`src/rtl/temporal_median_background_top_defines.svh`:
```
// Assertion macros shared by the temporal median background RTL.
// Depends on i_clk and i_rst_n being visible where a macro is used.
`ifndef TEMPORAL_MEDIAN_BACKGROUND_TOP_DEFINES_SVH
`define TEMPORAL_MEDIAN_BACKGROUND_TOP_DEFINES_SVH

// Same-cycle implication, off while reset is low.
`define TMB_AST_SAME(lbl, ante, cons) \
    lbl: assert property (@(posedge i_clk) disable iff (!i_rst_n) (ante) |-> (cons)) \
        else $error("tmb assertion failed");

// Next-cycle implication, off while reset is low.
`define TMB_AST_NEXT(lbl, ante, cons) \
    lbl: assert property (@(posedge i_clk) disable iff (!i_rst_n) (ante) |=> (cons)) \
        else $error("tmb assertion failed");

`endif

```
`src/rtl/tmb_pkg.sv`:
```
// Package for the temporal median background block: widths, types and the
// sorting network layers. No dependencies.
package tmb_pkg;

    localparam int NUM_SAMPLES    = 8;
    localparam int SAMPLE_W       = 8;
    localparam int CNT_W          = 4;
    localparam int IDX_W          = $clog2(NUM_SAMPLES);
    localparam int DEF_MAX_FRAMES = 8;
    localparam int NET_LAYERS     = 6;
    localparam int LAYERS_PER_STG = 2;
    localparam int SORT_STAGES    = NET_LAYERS / LAYERS_PER_STG;

    localparam logic [CNT_W-1:0] RESET_COUNT = CNT_W'(8);
    localparam logic [SAMPLE_W-1:0] PAD_SAMPLE = '1;

    typedef logic [SAMPLE_W-1:0] t_sample;
    typedef t_sample t_vec [NUM_SAMPLES];
    typedef logic [IDX_W-1:0] t_idx;
    typedef logic [CNT_W-1:0] t_count;

    typedef struct packed {
        logic valid;
        t_idx sel;
    } t_stage_ctl;

    typedef struct packed {
        logic    valid;
        t_sample median;
    } t_stage_out;

    function automatic t_vec compare_swap(t_vec v, int lo, int hi);
        t_vec r;
        r = v;
        if (v[lo] > v[hi]) begin
            r[lo] = v[hi];
            r[hi] = v[lo];
        end
        return r;
    endfunction

    // Batcher odd-even merge network for eight keys, one layer per call.
    function automatic t_vec net_layer(t_vec v, int layer);
        t_vec r;
        r = v;
        case (layer)
            0: begin
                r = compare_swap(r, 0, 1);
                r = compare_swap(r, 2, 3);
                r = compare_swap(r, 4, 5);
                r = compare_swap(r, 6, 7);
            end
            1: begin
                r = compare_swap(r, 0, 2);
                r = compare_swap(r, 1, 3);
                r = compare_swap(r, 4, 6);
                r = compare_swap(r, 5, 7);
            end
            2: begin
                r = compare_swap(r, 1, 2);
                r = compare_swap(r, 5, 6);
            end
            3: begin
                r = compare_swap(r, 0, 4);
                r = compare_swap(r, 1, 5);
                r = compare_swap(r, 2, 6);
                r = compare_swap(r, 3, 7);
            end
            4: begin
                r = compare_swap(r, 2, 4);
                r = compare_swap(r, 3, 5);
            end
            5: begin
                r = compare_swap(r, 1, 2);
                r = compare_swap(r, 3, 4);
                r = compare_swap(r, 5, 6);
            end
            default: r = v;
        endcase
        return r;
    endfunction

endpackage

```
`src/rtl/tmb_if.sv`:
```
// Valid/ready channel interfaces for the temporal median background block.
// Depends on tmb_pkg.
interface tmb_in_if;
    import tmb_pkg::*;

    logic    valid;
    logic    ready;
    t_sample sample_0;
    t_sample sample_1;
    t_sample sample_2;
    t_sample sample_3;
    t_sample sample_4;
    t_sample sample_5;
    t_sample sample_6;
    t_sample sample_7;

    modport source (
        output valid, sample_0, sample_1, sample_2, sample_3,
               sample_4, sample_5, sample_6, sample_7,
        input  ready
    );
    modport sink (
        input  valid, sample_0, sample_1, sample_2, sample_3,
               sample_4, sample_5, sample_6, sample_7,
        output ready
    );
endinterface

interface tmb_out_if;
    import tmb_pkg::*;

    logic    valid;
    logic    ready;
    t_sample median_value;

    modport source (output valid, median_value, input ready);
    modport sink (input valid, median_value, output ready);
endinterface

```
`src/rtl/temporal_median_background_top.sv`:
```
// Temporal median background estimator, top level.
// Depends on tmb_pkg, tmb_if.sv, tmb_sort_pipe and the assertion macro header.
//
// Each item on i_pix carries one pixel component byte from each of eight
// frames; o_bg returns one item per input item, the median of the first
// images_in_use samples (sorted ascending, element at index count/2, so the
// upper median for even counts). The count is clamped to 1..MAX_FRAMES.
// Throughput is one item per clock while o_bg takes results; from acceptance
// to o_bg.valid an item passes three register stages of the sorting
// network (two comparator layers each) plus the output register that holds
// the selected median. Back-pressure on o_bg reaches the input in the same
// cycle through the stage ready chain, but an empty stage still loads, so
// the pipeline keeps accepting until all four registers hold items. Write
// images_in_use only while the block is idle; it takes effect for the next
// accepted item.
`include "temporal_median_background_top_defines.svh"

module temporal_median_background_top #(
    parameter int MAX_FRAMES = tmb_pkg::DEF_MAX_FRAMES
) (
    input  logic                  i_clk,
    input  logic                  i_rst_n,
    input  logic                  i_cfg_we,
    input  logic [tmb_pkg::CNT_W-1:0] i_cfg_wdata,
    tmb_in_if.sink                i_pix,
    tmb_out_if.source             o_bg
);
    import tmb_pkg::*;

    // images_in_use, stored raw; clamping happens on the read side
    t_count     r_images_in_use;
    t_count     eff_count;
    t_stage_ctl pipe_ctl;
    t_vec       raw_vec;
    t_vec       pipe_vec;
    t_stage_out pipe_out;
    logic       pipe_in_ready;

    always_ff @(posedge i_clk) begin
        if (!i_rst_n) begin
            r_images_in_use <= RESET_COUNT;
        end else if (i_cfg_we) begin
            r_images_in_use <= i_cfg_wdata;
        end
    end

    // effective count: zero reads as one, anything past MAX_FRAMES saturates
    always_comb begin
        if (r_images_in_use == '0) begin
            eff_count = CNT_W'(1);
        end else if (r_images_in_use > CNT_W'(MAX_FRAMES)) begin
            eff_count = CNT_W'(MAX_FRAMES);
        end else begin
            eff_count = r_images_in_use;
        end
    end

    assign raw_vec[0] = i_pix.sample_0;
    assign raw_vec[1] = i_pix.sample_1;
    assign raw_vec[2] = i_pix.sample_2;
    assign raw_vec[3] = i_pix.sample_3;
    assign raw_vec[4] = i_pix.sample_4;
    assign raw_vec[5] = i_pix.sample_5;
    assign raw_vec[6] = i_pix.sample_6;
    assign raw_vec[7] = i_pix.sample_7;

    // Unused samples are forced to the top code. They then sort to the end
    // and the first eff_count sorted keys are exactly the live samples, so
    // index count/2 picks the right one.
    always_comb begin
        for (int i = 0; i < NUM_SAMPLES; i++) begin
            pipe_vec[i] = (i < int'(eff_count)) ? raw_vec[i] : PAD_SAMPLE;
        end
    end

    assign pipe_ctl.valid = i_pix.valid;
    assign pipe_ctl.sel   = IDX_W'(eff_count >> 1);

    tmb_sort_pipe u_sort (
        .i_clk       (i_clk),
        .i_rst_n     (i_rst_n),
        .i_ctl       (pipe_ctl),
        .i_vec       (pipe_vec),
        .o_in_ready  (pipe_in_ready),
        .o_out       (pipe_out),
        .i_out_ready (o_bg.ready)
    );

    assign i_pix.ready       = pipe_in_ready;
    assign o_bg.valid        = pipe_out.valid;
    assign o_bg.median_value = pipe_out.median;

    // input only stalls when a result is sitting unclaimed at the output
    `TMB_AST_SAME(a_stall_cause, !i_pix.ready, o_bg.valid && !o_bg.ready)
    // a zero count is floored to one on the very next cycle
    `TMB_AST_NEXT(a_cfg_floor, i_cfg_we && (i_cfg_wdata == '0), eff_count == CNT_W'(1))
    // with the output drained, an accepted item reaches o_bg.valid through all four registers
    `TMB_AST_SAME(a_latency,
        $past(i_pix.valid && i_pix.ready, 4) && $past(i_rst_n, 4) && $past(i_rst_n, 3)
            && $past(i_rst_n, 2) && $past(i_rst_n, 1) && $past(o_bg.ready, 3)
            && $past(o_bg.ready, 2) && $past(o_bg.ready, 1),
        o_bg.valid)

endmodule

```
`src/rtl/tmb_sort_pipe.sv`:
```
// Pipelined eight-key sorting network with median select and output register.
// Depends on tmb_pkg.
module tmb_sort_pipe (
    input  logic                   i_clk,
    input  logic                   i_rst_n,
    input  tmb_pkg::t_stage_ctl    i_ctl,
    input  tmb_pkg::t_vec          i_vec,
    output logic                   o_in_ready,
    output tmb_pkg::t_stage_out    o_out,
    input  logic                   i_out_ready
);
    import tmb_pkg::*;

    logic       r_valid [SORT_STAGES];
    t_idx       r_sel   [SORT_STAGES];
    t_vec       r_vec   [SORT_STAGES];
    t_vec       n_vec   [SORT_STAGES];
    logic       st_rdy  [SORT_STAGES+1];
    logic       r_out_valid;
    t_sample    r_median;

    // a stage may load when it is empty or its successor loads too
    always_comb begin
        st_rdy[SORT_STAGES] = !r_out_valid || i_out_ready;
        for (int k = SORT_STAGES - 1; k >= 0; k--) begin
            st_rdy[k] = !r_valid[k] || st_rdy[k+1];
        end
    end

    always_comb begin
        for (int k = 0; k < SORT_STAGES; k++) begin
            t_vec src;
            src = (k == 0) ? i_vec : r_vec[(k == 0) ? 0 : k - 1];
            for (int l = 0; l < LAYERS_PER_STG; l++) begin
                src = net_layer(src, k * LAYERS_PER_STG + l);
            end
            n_vec[k] = src;
        end
    end

    always_ff @(posedge i_clk) begin
        if (!i_rst_n) begin
            for (int k = 0; k < SORT_STAGES; k++) r_valid[k] <= 1'b0;
            r_out_valid <= 1'b0;
        end else begin
            if (st_rdy[0]) r_valid[0] <= i_ctl.valid;
            for (int k = 1; k < SORT_STAGES; k++) begin
                if (st_rdy[k]) r_valid[k] <= r_valid[k-1];
            end
            if (st_rdy[SORT_STAGES]) r_out_valid <= r_valid[SORT_STAGES-1];
        end
    end

    always_ff @(posedge i_clk) begin
        if (st_rdy[0]) begin
            r_vec[0] <= n_vec[0];
            r_sel[0] <= i_ctl.sel;
        end
        for (int k = 1; k < SORT_STAGES; k++) begin
            if (st_rdy[k]) begin
                r_vec[k] <= n_vec[k];
                r_sel[k] <= r_sel[k-1];
            end
        end
        if (st_rdy[SORT_STAGES]) begin
            r_median <= r_vec[SORT_STAGES-1][r_sel[SORT_STAGES-1]];
        end
    end

    assign o_in_ready   = st_rdy[0];
    assign o_out.valid  = r_out_valid;
    assign o_out.median = r_median;

endmodule
```
`src/flat_wrapper.sv`:
```
// flat-port wrapper written by rule: the top's interface ports become plain ports
module temporal_median_background_top_flat import tmb_pkg::*;
#(
    parameter int MAX_FRAMES = tmb_pkg::DEF_MAX_FRAMES
)
  (i_clk, i_rst_n, i_cfg_we, i_cfg_wdata, i_pix_valid, i_pix_sample_0, i_pix_sample_1, i_pix_sample_2, i_pix_sample_3, i_pix_sample_4, i_pix_sample_5, i_pix_sample_6, i_pix_sample_7, i_pix_ready, o_bg_valid, o_bg_median_value, o_bg_ready);
  tmb_in_if i_pix_i ();
  tmb_out_if o_bg_i ();
  input  logic i_clk;
  input  logic i_rst_n;
  input  logic i_cfg_we;
  input  logic [tmb_pkg::CNT_W-1:0] i_cfg_wdata;
  input wire logic [$bits(i_pix_i.valid)-1:0] i_pix_valid;
  input wire logic [$bits(i_pix_i.sample_0)-1:0] i_pix_sample_0;
  input wire logic [$bits(i_pix_i.sample_1)-1:0] i_pix_sample_1;
  input wire logic [$bits(i_pix_i.sample_2)-1:0] i_pix_sample_2;
  input wire logic [$bits(i_pix_i.sample_3)-1:0] i_pix_sample_3;
  input wire logic [$bits(i_pix_i.sample_4)-1:0] i_pix_sample_4;
  input wire logic [$bits(i_pix_i.sample_5)-1:0] i_pix_sample_5;
  input wire logic [$bits(i_pix_i.sample_6)-1:0] i_pix_sample_6;
  input wire logic [$bits(i_pix_i.sample_7)-1:0] i_pix_sample_7;
  output wire logic [$bits(i_pix_i.ready)-1:0] i_pix_ready;
  output wire logic [$bits(o_bg_i.valid)-1:0] o_bg_valid;
  output wire logic [$bits(o_bg_i.median_value)-1:0] o_bg_median_value;
  input wire logic [$bits(o_bg_i.ready)-1:0] o_bg_ready;
  assign i_pix_i.valid = i_pix_valid;
  assign i_pix_i.sample_0 = i_pix_sample_0;
  assign i_pix_i.sample_1 = i_pix_sample_1;
  assign i_pix_i.sample_2 = i_pix_sample_2;
  assign i_pix_i.sample_3 = i_pix_sample_3;
  assign i_pix_i.sample_4 = i_pix_sample_4;
  assign i_pix_i.sample_5 = i_pix_sample_5;
  assign i_pix_i.sample_6 = i_pix_sample_6;
  assign i_pix_i.sample_7 = i_pix_sample_7;
  assign i_pix_ready = i_pix_i.ready;
  assign o_bg_valid = o_bg_i.valid;
  assign o_bg_median_value = o_bg_i.median_value;
  assign o_bg_i.ready = o_bg_ready;
  temporal_median_background_top #(.MAX_FRAMES(MAX_FRAMES)) u_core (.i_clk(i_clk), .i_rst_n(i_rst_n), .i_cfg_we(i_cfg_we), .i_cfg_wdata(i_cfg_wdata), .i_pix(i_pix_i), .o_bg(o_bg_i));
endmodule
```
`config.mk`:
```
export PLATFORM = sky130hd
export DESIGN_NAME = temporal_median_background_top_flat
export DESIGN_NICKNAME = d
export VERILOG_FILES = /design/src/rtl/tmb_pkg.sv /design/src/rtl/tmb_if.sv /design/src/rtl/temporal_median_background_top.sv /design/src/rtl/tmb_sort_pipe.sv /design/src/flat_wrapper.sv
export VERILOG_INCLUDE_DIRS = /design/src /design/src/rtl
export SDC_FILE = /design/constraint.sdc
export NUM_CORES = 1
export LEC_CHECK = 0
export BUFFER_PORTS_ARGS = -buffer_cell sky130_fd_sc_hd__clkbuf_2
export CORE_MARGIN = 2
export CORE_UTILIZATION = 35
export DETAILED_ROUTE_END_ITERATION = 16
export PLACE_DENSITY = 0.6
export SYNTH_ARGS = -nofsm -noshare
export SYNTH_HDL_FRONTEND = slang
export SYNTH_SLANG_ARGS = --single-unit
```
`constraint.sdc`:
```
create_clock -name i_clk -period 9.8 [get_ports i_clk]
set_input_delay 0.98 -clock i_clk [delete_from_list [all_inputs] [get_ports i_clk]]
set_output_delay 0.98 -clock i_clk [all_outputs]
set_load 0.005 [all_outputs]
```
* Word level (Yosys, flattened, before mapping)
Memory sizes are Yosys's and may differ from the RTL's. Cells that the tools add are included.
Storage, ports and cells: memories 3, output and inout bits 10, flip-flop bits (word level) 13, memory bits (writable) 204, bits of input ports 73, logic and storage cells 106
Memories:
- u_core.u_sort.r_vec | depth 3, width 64, rd ports 3, clocked after Yosys merged registers in 0, wr ports 3, line tmb_sort_pipe.sv:16 | t_vec r_vec [SORT_STAGES];
- u_core.u_sort.r_sel | depth 3, width 3, rd ports 3, clocked after Yosys merged registers in 0, wr ports 3, line tmb_sort_pipe.sv:15 | t_idx r_sel [SORT_STAGES];
- u_core.u_sort.r_valid | depth 3, width 1, rd ports 3, clocked after Yosys merged registers in 0, wr ports 3, line tmb_sort_pipe.sv:14 | logic r_valid [SORT_STAGES];
Operators by class: magnitude comparators 29, multiplexer cells 58, reduce and logical (&&, ||, !) cells 9, bitwise logic cells 4
Operator list (number):
- $mux 8 | 30
- $gt 8x8->1 | 19
- $mux 16 | 9
- $bmux 8 s3 | 1
- $lt 3x4->1 const A | 4
- $mux 1 | 16
- $lt 1x4->1 const A | 2
- $lt 2x4->1 const A | 2
- $mux 4 | 2
- $ge 4x4->1 const B | 1
- $gt 4x4->1 const B | 1
- $logic_not 1->1 | 4
- $logic_not 4->1 | 1
- $logic_or 1x1->1 | 4
- $not 3->4 | 1
- $or 1x1->1 | 3

* Depth between registers and ports, before layout
Gate-level depths: netlist of run 1.
depth in word-level cells 9, gate-level depth with buffers 22, gate-level depth less buffers 18

* Modules after synthesis
Synthesis of run 1 repeated with hierarchy kept, for this count alone.
Second synthesis, totals: cells, all modules 1197, area total of the unflattened synthesis 14754.2 µm²
Modules (own cells, without submodules):
- tmb_sort_pipe | area an instance 14157.3 µm², cells an instance 1108, instances 1, seq. area each 6386.1 µm²
- temporal_median_background_top | area an instance 596.8 µm², cells an instance 89, instances 1, seq. area each 80.1 µm²

* Worst setup path before layout of run 1
No wires, ideal clock.
path kind reg-to-reg, start register u_core.r_images_in_use[2], end memory u_core.u_sort.r_vec[0][40] in the netlist's numbering (data pin), path buffers 4, cell stages (with the launch flop) 21, required time 9.530 ns, path slack 5.195 ns, clock period less this slack 4.605 ns, arrival 4.335 ns, library setup time 0.270 ns, cells stage by stage dfxtp_1 clkbuf_1 a211oi_1 nor2_1 inv_1 ha_1 nor2b_1 o211ai_1 nor4bb_4 or2_1 buf_4 mux2_2 ha_1 nor2b_1 o211ai_1 a21oi_1 a2111oi_0 o21bai_1 buf_2 buf_4 mux2i_1
RTL lines:
- start: declaration | line temporal_median_background_top.sv:31 | t_count r_images_in_use;
- start signal: assignment | line temporal_median_background_top.sv:43 | r_images_in_use <= i_cfg_wdata;
- end: declaration | line tmb_sort_pipe.sv:16

==> impl_metrics.ini, run 1 <==
[place]
dpl.hpwl_um = 27200
io_buffers = 82
gp_congestion = 0.852
post-place-cells = 1810

[clock_network]
clock_sinks = 217
root_buffer = clkbuf_16
cts_tree = yes
cts-resized-gates = 0
clock_latency_ns = 0.55
path_clk_slew_ns = 0.06
cts_made_buffers = 26
htree_levels = 1
cts.path.max_buffers = 3
postCtsHoldBufs = 0
cts_setup_buffers = 0

[worst_setup_path]
crit_path_max_fanout = 18
arrival_ns = 6.14
critical_path_class = reg -> reg
cp-start-kind = flop
critPathRequiredTime_ns = 10.06
end_kind = flop

[sta]
report.final.slew_viol_count = 0
setup_tns_ns = 0
setup_violations = 0
fmax_mhz = 170
worst_slew_pin_slew_ns = 1.23
max-slew-margin-rel = 0.178
skew_ns = 0.0233
post-route-min-period_ns = 5.88
hold_violations = 0
rsz0062_at_grt = false
post-route-period-util = 0.600

[drt]
vias = 9509
first_pass_iters = 5
viasPerCell = 5.12
wl_per_cell_um = 18.4
drtIter0Drc = 459
ant_nets = 0
routed_wirelength_um = 34200
drc = 0

[logic_synthesis]
synthMostInstantiatedCell = edfxtp_1
ys_seq_elements = 217
synth_edf_count = 212
synthTopCellsByCount = edfxtp_1 (212), ha_1 (152), mux2i_1 (147)
ys_top_cells_by_area = edfxtp_1 (43%), ha_1 (13%), mux2i_1 (10%)
synth_top_area_cell = edfxtp_1
synth_cell_type_count = 51
synthArstFlopShare = 0
ys_seq_area_frac = 0.442
yosys.area.top_type_share = 0.435
netlist_instances = 1234
syn-cell-area_mm2 = 0.0146
yosysWarnings = 0
synth_ff_type = edfxtp_1
syn_nets = 1459
syn_avg_cell_area_um2 = 11.9

[global_routing]
grt_antenna_before_repair = 1
grt_pass1_wl_um = 52800
grt_pass1_vias = 9237
grt_max_degree = 68
grt_overflow = 0
grt_use_total = 0.157

[job]
max_cap_violations = 0

[cells_and_area]
final_cells = 1858
nFillCells = 3962
drive_gt1_frac = 0.232
antenna_cells = 0
nNetsFinal = 1531
final_util = 0.400
syn_to_final_growth_pct = 12.2

[floorplan]
core_mm2 = 0.0411
dieArea_mm2 = 0.0435
io_pins = 83
rows = 74
die_x_um = 209
die_h_um = 209
start_util = 0.356

[hold_path]
hp-class = reg -> reg

[run_status]
outcome = complete, no violations
layout make-up:
type | count | area, µm² | share of cell area
multi-input combinational | 829 | 7410 | 0.451
sequential | 217 | 6470 | 0.394
tap | 532 | 666 | 0.0405
clock buffer | 28 | 658 | 0.0401
inverter | 143 | 537 | 0.0327
timing repair buffer | 89 | 463 | 0.0282
clock inverter | 20 | 223 | 0.0136
cell families after synthesis:
| family | synth area share |
|---|---|
| compound gates | 0.0796 |
| fa+ha+maj | 0.130 |
| buf+inv | 0.0530 |
| flops | 0.442 |
| mux | 0.224 |
| simple gates | 0.0717 |
state kept, by name (all words and copies together), names as in the netlist:
name	cells
u_core.r_images_in_use	4
u_core.u_sort.r_median	8
u_core.u_sort.r_out_valid	1
u_core.u_sort.r_sel	9
u_core.u_sort.r_valid	3
u_core.u_sort.r_vec	192
metrics by stage:
| step | area, µm² | setup slack [ns] | hold WS (ns) |
|---|---|---|---|
| 6_report | 16400 | 3.92 | 0.417 |
| 5_1_grt | 16400 | 3.34 | 0.430 |
| 4_1_cts | 16400 | 3.95 | 0.420 |
| 3_5_place_dp | 15500 | 3.95 | 0.405 |
| 3_3_place_gp | 15500 | 4.09 | 0.403 |
| 2_1_floorplan | 14600 | 5.20 | 0.400 |
cells in the final DEF, fill, tap and decap left out, drive strengths merged, types with 28 or more instances in the layout:
cell type	instances
inv	143
nor2b	31
o21ai	73
ha	152
nand4	28
mux2i	147
clkbuf	110
mux2	128
nor2	83
a21oi	63
edfxtp	212
worst paths after layout:
kind	startpoint	endpoint	slack, ns	cells past startpoint
worst min-delay path	u_core.u_sort.r_vec[0][120]$_DFFE_PP_	u_core.u_sort.r_vec[0][184]$_DFFE_PP_	0.42	0
worst max register to register	u_core.r_images_in_use[3]$_SDFFE_PN1P_	u_core.u_sort.r_vec[0][57]$_DFFE_PN_	3.92	16
worst max-delay path	u_core.r_images_in_use[3]$_SDFFE_PN1P_	u_core.u_sort.r_vec[0][57]$_DFFE_PN_	3.92	16
worst min register to register	u_core.u_sort.r_vec[0][120]$_DFFE_PP_	u_core.u_sort.r_vec[0][184]$_DFFE_PP_	0.42	0
metal layers:
metal	vias to the layer above	routed length (µm)	GRT usage
met5	-	0	0
met4	0	660	0.0387
met1	4563	16400	0.217
met3	43	1320	0.0207
met2	163	15900	0.260
li1	4740	-	-
worst max-delay path: stages (launching register included):
cell	delay (ns)
dfxtp_1	0.47
a211oi_1	1.02
nor2_1	0.12
inv_1	0.17
ha_1	0.27
a211oi_2	0.20
nor2_2	0.09
nor4bb_4	0.46
or2_1	0.67
mux2_2	0.45
ha_1	0.31
nor2b_1	0.14
o211ai_1	0.16
a21oi_1	0.08
a2111oi_0	0.30
o21bai_2	0.48
mux2i_1	0.19
Power of run 1 is not shown: default switching activity piles up to over one toggle a cycle in this logic, so the estimate is an artifact.
==> inputs of run 2 (changes only) <==
--- a/config.mk
+++ b/config.mk
@@ -6,11 +6,12 @@
 export SDC_FILE = /design/constraint.sdc
 export NUM_CORES = 1
 export LEC_CHECK = 0
+export ABC_AREA = 1
 export BUFFER_PORTS_ARGS = -buffer_cell sky130_fd_sc_hd__clkbuf_2
 export CORE_MARGIN = 2
 export CORE_UTILIZATION = 35
 export DETAILED_ROUTE_END_ITERATION = 16
-export PLACE_DENSITY = 0.6
+export PLACE_DENSITY = 0.61
 export SYNTH_ARGS = -nofsm -noshare
 export SYNTH_HDL_FRONTEND = slang
 export SYNTH_SLANG_ARGS = --single-unit
==> constraint.sdc (replaced) <==
create_clock -name i_clk -period 5.4 [get_ports i_clk]
set_input_delay 0.54 -clock i_clk [delete_from_list [all_inputs] [get_ports i_clk]]
set_output_delay 0.54 -clock i_clk [all_outputs]
set_load 0.005 [all_outputs]
==> run 2 against run 1 <==
Net effect: wire length is 40% higher; synthesized cell count is 66% higher; area after synthesis is 9.2% higher; via count is 49% higher; clock skew is 0.0076 ns lower; non-clock buffer count is 1 lower; utilization is 0.77 points lower; cell count is 46% higher; critical path type unchanged; critical endpoint is now u_core.u_sort.r_vec[0][32]$_DFFE_PN_.
==> impl_metrics.ini, run 2 <==
[cells_and_area]
largest_register_ffs = 192
final_common_cell = nand2_1
largest_register = u_core.u_sort.r_vec
top_regs = u_core.u_sort.r_vec (192), u_core.u_sort.r_sel (9), u_core.u_sort.r_median (8)
antenna_cells = 0
mostFrequentLayoutCells = nand2_1 (598), nand3_1 (405), edfxtp_1 (212)
drive_gt1_frac = 0.0892
final_cells = 2719
nNetsFinal = 2324
syn_to_final_growth_pct = 10.8

[worst_setup_path]
crit_path_max_fanout = 17
critPathLaunch = u_core.r_images_in_use[2]$_SDFFE_PN0P_
cp-start-kind = flop
critPathRequiredTime_ns = 5.79
reg2reg_depth = 18
r2r-start = u_core.r_images_in_use[2]$_SDFFE_PN0P_
end_kind = flop
r2r_end = u_core.u_sort.r_vec[0][32]$_DFFE_PN_
endpoint = u_core.u_sort.r_vec[0][32]$_DFFE_PN_
arrival_ns = 5.13
r2r_setup_slack_ns = 0.65
critical_path_class = reg -> reg

[logic_synthesis]
synthArstFlopShare = 0
synthMuxAreaShare = 0
netlist_instances = 2049
yosys.area.top_type_share = 0.398
synth_ff_type = edfxtp_1
synthTopCellsByCount = nand2_1 (599), nand3_1 (405), edfxtp_1 (212)
post_synth_xor_area_fraction = 0
syn_avg_cell_area_um2 = 7.80
synth-compound-area-share = 0.0533
synth_cell_type_count = 31
synth_adder_area_share = 0.119
ys_seq_elements = 217
yosysWarnings = 0
synthMostInstantiatedCell = nand2_1
syn-cell-area_mm2 = 0.0160
synth_top_area_cell = edfxtp_1
syn_nets = 2274
synthSimpleGateAreaFrac = 0.353
synth_top_family_by_area = simple AND/OR/NAND/NOR gates
ys_top_cells_by_area = edfxtp_1 (40%), nand2_1 (14%), nand3_1 (13%)
ys_seq_area_frac = 0.404
synth_edf_count = 212

[floorplan]
dieArea_mm2 = 0.0474
die_x_um = 218
io_pins = 83
die_h_um = 218
core_mm2 = 0.0452
rows = 78
start_util = 0.354

[global_routing]
grt_overflow = 0
grt_pass1_vias = 13300
grt_use_total = 0.202
grt_max_degree = 68
grt_pass1_wl_um = 74500
grt_antenna_before_repair = 0

[sta]
setup_violations = 0
rsz0062_at_grt = false
setup_tns_ns = 0
fmax_mhz = 211
report.final.slew_viol_count = 0
skew_ns = 0.0157
worst_slew_pin_slew_ns = 1.01
hold_violations = 0
post-route-min-period_ns = 4.75
max-slew-margin-rel = 0.328
post-route-period-util = 0.879

[clock_network]
cts_made_buffers = 26
path_clk_slew_ns = 0.06
cts_tree = yes
postCtsHoldBufs = 0
cts.path.max_buffers = 3
root_buffer = clkbuf_16
clock_sinks = 217
clock_latency_ns = 0.54
cts-resized-gates = 0
cts_setup_buffers = 0
htree_levels = 1

[hold_path]
hold_depth = 3
hp-class = in -> reg

[drt]
wl_per_cell_um = 17.6
highest_layer = met4
wl_met2_um = 23000
drc = 0
ant_nets = 0
viasPerCell = 5.22
vias = 14200
first_pass_iters = 7
wl_met3_um = 2170
wl_met1_um = 21400
routed_wirelength_um = 47900
drtIter0Drc = 1104

[place]
io_buffers = 82
post-place-cells = 2671
gp_congestion = 0.935
dpl.hpwl_um = 38100

[run_status]
outcome = complete, no violations

[job]
max_cap_violations = 0
-- run 2: metrics by stage --
| step | instance area, µm² | hold WS [ns] | util | setup slack [ns] |
|---|---|---|---|---|
| detailed placement | 16800 | 0.405 | 0.373 | 0.706 |
| floorplan | 16000 | 0.400 | - | 0.872 |
| global route | 17700 | 0.325 | 0.392 | 0.251 |
| finish | 17700 | 0.326 | 0.392 | 0.654 |
| global placement | 16800 | 0.406 | 0.373 | 0.737 |
| CTS | 17700 | 0.308 | 0.392 | 0.682 |
-- run 2: logic make-up (layout without fill, tap and decap cells) --
kind of cell               after synthesis  count (layout)
adders and majority gates              152             152
and+or+nand+nor                       1274            1274
DFF                                    217             217
buffers and inverters                  271             341
AOI/OAI and AO/OA                      135             135
-- run 2: layer usage --
metal  global-route usage  vias up
met5                    0        -
met2                0.342      416
met3               0.0199       77
met1                0.272     6691
li1                     -     7002
met4               0.0596        0
-- run 2: layout make-up --
| class | count | area, µm² |
|---|---|---|
| Tap cell | 600 | 751 |
| Inverter | 205 | 769 |
| Sequential cell | 217 | 6470 |
| Fill cell | 4650 | 27500 |
| Multi-Input combinational cell | 1561 | 8400 |
| Clock inverter | 18 | 178 |
| Clock buffer | 30 | 687 |
| Timing Repair Buffer | 88 | 455 |
-- run 2: worst min-delay path by stage --
stage,from,endpoint,slack [ns]
4_1_cts,i_pix_valid,u_core.u_sort.r_valid[0][0]$_SDFFCE_PP0P_,0.31
3_5_place_dp,u_core.u_sort.r_vec[0][120]$_DFFE_PP_,u_core.u_sort.r_vec[0][184]$_DFFE_PP_,0.40
6_report,i_pix_valid,u_core.u_sort.r_valid[0][0]$_SDFFCE_PP0P_,0.33
3_3_place_gp,u_core.u_sort.r_vec[0][120]$_DFFE_PP_,u_core.u_sort.r_vec[0][184]$_DFFE_PP_,0.41
2_1_floorplan,u_core.u_sort.r_sel[0][0]$_DFFE_PN_,u_core.u_sort.r_sel[0][3]$_DFFE_PP_,0.40
5_1_grt,i_pix_valid,u_core.u_sort.r_valid[0][0]$_SDFFCE_PP0P_,0.33
-- run 2: critical path, cell delays in order, from the launching register on --
cell     delay [ns]
dfxtp_1        0.44
nor3_2         0.63
nor2_1         0.20
ha_1           0.34
nand2_1        0.08
nor2_1         0.19
nand4_2        0.39
nand2_2        0.42
nand2_1        0.17
and2_1         0.18
ha_1           0.29
nand2_1        0.11
inv_1          0.07
nand2_1        0.05
nand2_1        0.05
nand2_1        0.07
a21oi_2        0.63
nand3_1        0.16
nand2_1        0.13
Power of run 2 is left out for the same reason.
==> inputs of run 3 (changes only) <==
--- a/config.mk
+++ b/config.mk
@@ -9,9 +9,9 @@
 export ABC_AREA = 1
 export BUFFER_PORTS_ARGS = -buffer_cell sky130_fd_sc_hd__clkbuf_2
 export CORE_MARGIN = 2
-export CORE_UTILIZATION = 35
+export CORE_UTILIZATION = 43
 export DETAILED_ROUTE_END_ITERATION = 16
-export PLACE_DENSITY = 0.61
+export PLACE_DENSITY = 0.71
 export SYNTH_ARGS = -nofsm -noshare
 export SYNTH_HDL_FRONTEND = slang
 export SYNTH_SLANG_ARGS = --single-unit
==> constraint.sdc (replaced) <==
create_clock -name i_clk -period 4 [get_ports i_clk]
set_input_delay 0.4 -clock i_clk [delete_from_list [all_inputs] [get_ports i_clk]]
set_output_delay 0.4 -clock i_clk [all_outputs]
set_load 0.005 [all_outputs]
==> run 3 against run 2 <==
Net effect: worst hold slack got worse by 0.12 ns; utilization increased by 11 points; sequential share of layout area decreased by 0.93 points; non-clock buffer count increased by 82; largest cell class unchanged; critical endpoint is now u_core.u_sort.r_vec[0][27]$_DFFE_PN_; global-route usage increased by 4.7 points; die area decreased by 18%; clock-buffer cell count decreased by 4.
==> impl_metrics.ini, run 3 (synthesis gave the netlist of run 2 again) <==
[worst_setup_path]
cpMostUsedCell = nand2_1
slowest_stage = dfxtp_4
cp-start-kind = flop
r2r-start = u_core.r_images_in_use[1]$_SDFFE_PN0P_
critical_path_class = reg -> reg
crit_family = simple AND/OR/NAND/NOR gates
cp_num_buf_inv = 4
crit_path_max_incr_delay_ns = 0.40
reg2reg_depth = 22
r2r_end = u_core.u_sort.r_vec[0][27]$_DFFE_PN_
r2r_setup_slack_ns = 0.25
end_kind = flop
critPathLaunch = u_core.r_images_in_use[1]$_SDFFE_PN0P_
cp.depth = 22
path_cells = or2_4 > a21oi_4 > buf_12 > nor2_1 > inv_1 > ha_1 > nand2_1 > nor2_2 > nand2_1 > nand2_2 > buf_4 > nand3_1 > and2_1 > ha_1 > nand2_1 > nor2_1 > nand2_1 > nand2_1 > o21ai_2 > buf_4 > nand3_1 > nand2_1
arrival_ns = 4.00
critPathRequiredTime_ns = 4.26
crit_path_max_fanout = 16
endpoint = u_core.u_sort.r_vec[0][27]$_DFFE_PN_

[sta]
worst_slew_pin_slew_ns = 1.06
hold_violations = 0
post-route-period-util = 0.936
report.final.slew_viol_count = 0
max-slew-margin-rel = 0.296
post-route-min-period_ns = 3.75
setup_violations = 0
hold-worst-slack_ns = 0.206
setup_tns_ns = 0
fmax_mhz = 267
skew_ns = 0.0358

[run_status]
outcome = complete, no violations

[cells_and_area]
nFillCells = 3657
antenna_cells = 0
syn_to_final_growth_pct = 13.8
drive_gt1_frac = 0.128
largest_register = u_core.u_sort.r_vec
final_cells = 2663
mostFrequentLayoutCells = nand2_1 (598), nand3_1 (405), edfxtp_1 (212)
nNetsFinal = 2404
top_regs = u_core.u_sort.r_vec (192), u_core.u_sort.r_sel (9), u_core.u_sort.r_median (8)
largest_register_ffs = 192
final_common_cell = nand2_1

[clock_network]
cts.path.max_buffers = 3
root_buffer = clkbuf_16
clock_sinks = 217
htree_levels = 1
cts_made_buffers = 24
cts_tree = yes
clock_latency_ns = 0.54
path_clk_slew_ns = 0.06

[place]
post-place-cells = 2615
io_buffers = 82
dpl.hpwl_um = 38200
gp_congestion = 0.963

[drt]
drc = 0
first_pass_iters = 5
wl_per_cell_um = 18.0
viasPerCell = 5.41
vias = 14400
ant_nets = 0
drtIter0Drc = 1178
routed_wirelength_um = 47900

[floorplan]
dieArea_mm2 = 0.0387
core_mm2 = 0.0366
die_h_um = 197
start_util = 0.437
rows = 70
io_pins = 83
die_x_um = 197

[job]
max_cap_violations = 0

[global_routing]
grt_pass1_vias = 13800
grt_overflow = 0
grt_max_degree = 68
grt_pass1_wl_um = 74900
grt_use_total = 0.249
grt_antenna_before_repair = 0

[hold_path]
hp-class = in -> reg
run 3: cell count changes in the layout (fill, tap and decap cells not counted), sizes merged:
| cell | change |
|---|---|
| buf | +82 |
| inv | +1 |
| clkinv | -6 |
| clkinvlp | +4 |
| clkbuf | -4 |
| bufinv | -1 |
run 3: routing by layer:
layer	up-vias	GRT usage	wire [µm]
li1	7151	-	-
met1	6707	0.329	20600
met2	441	0.429	23100
met3	103	0.0228	2320
met4	0	0.0835	1860
met5	-	0	0
run 3: tightest hold or removal path, cell delays in order:
cell	delay (ns)
clkbuf_2	0.07
inv_1	0.03
nor2_1	0.10
run 3: final cells by class:
type	count	area (µm²)	area share
multi-input combinational	1561	8480	0.466
sequential	217	6470	0.356
timing repair buffer	170	1110	0.0611
inverter	205	773	0.0425
clock buffer	26	608	0.0334
tap	468	586	0.0322
clock inverter	16	161	0.00887
run 3: worst min-delay path by stage:
stage | startpoint | to | slack [ns] | cells past startpoint
2_1_floorplan | u_core.u_sort.r_sel[0][0]$_DFFE_PN_ | u_core.u_sort.r_sel[0][3]$_DFFE_PP_ | 0.40 | 0
3_3_place_gp | u_core.u_sort.r_vec[0][123]$_DFFE_PP_ | u_core.u_sort.r_vec[0][187]$_DFFE_PP_ | 0.40 | 0
3_5_place_dp | u_core.u_sort.r_sel[0][4]$_DFFE_PP_ | u_core.u_sort.r_sel[0][7]$_DFFE_PP_ | 0.40 | 0
4_1_cts | i_pix_valid | u_core.u_sort.r_valid[0][0]$_SDFFCE_PP0P_ | 0.20 | 3
5_1_grt | i_pix_valid | u_core.u_sort.r_valid[0][0]$_SDFFCE_PP0P_ | 0.21 | 3
6_report | i_pix_valid | u_core.u_sort.r_valid[0][0]$_SDFFCE_PP0P_ | 0.21 | 3
run 3: through the flow:
stage	util	setup WS, ns	area, µm²
after floorplan	-	0.404	16000
after global placement	0.471	0.0121	17300
after detailed placement	0.471	-0.0604	17300
after CTS	0.493	0.0156	18100
after global routing	0.497	-0.00634	18200
final	0.497	0.254	18200
run 3: timing repair:
| action | CTS | global route |
|---|---|---|
| buffers inserted | 0 | 6 |
| hold buffers | 0 | 0 |
| pin swaps | 0 | 3 |
| setup endpoints to repair | 19 | 64 |
| resized for setup | 3 | 22 |
Power of run 3 is left out for the same reason.
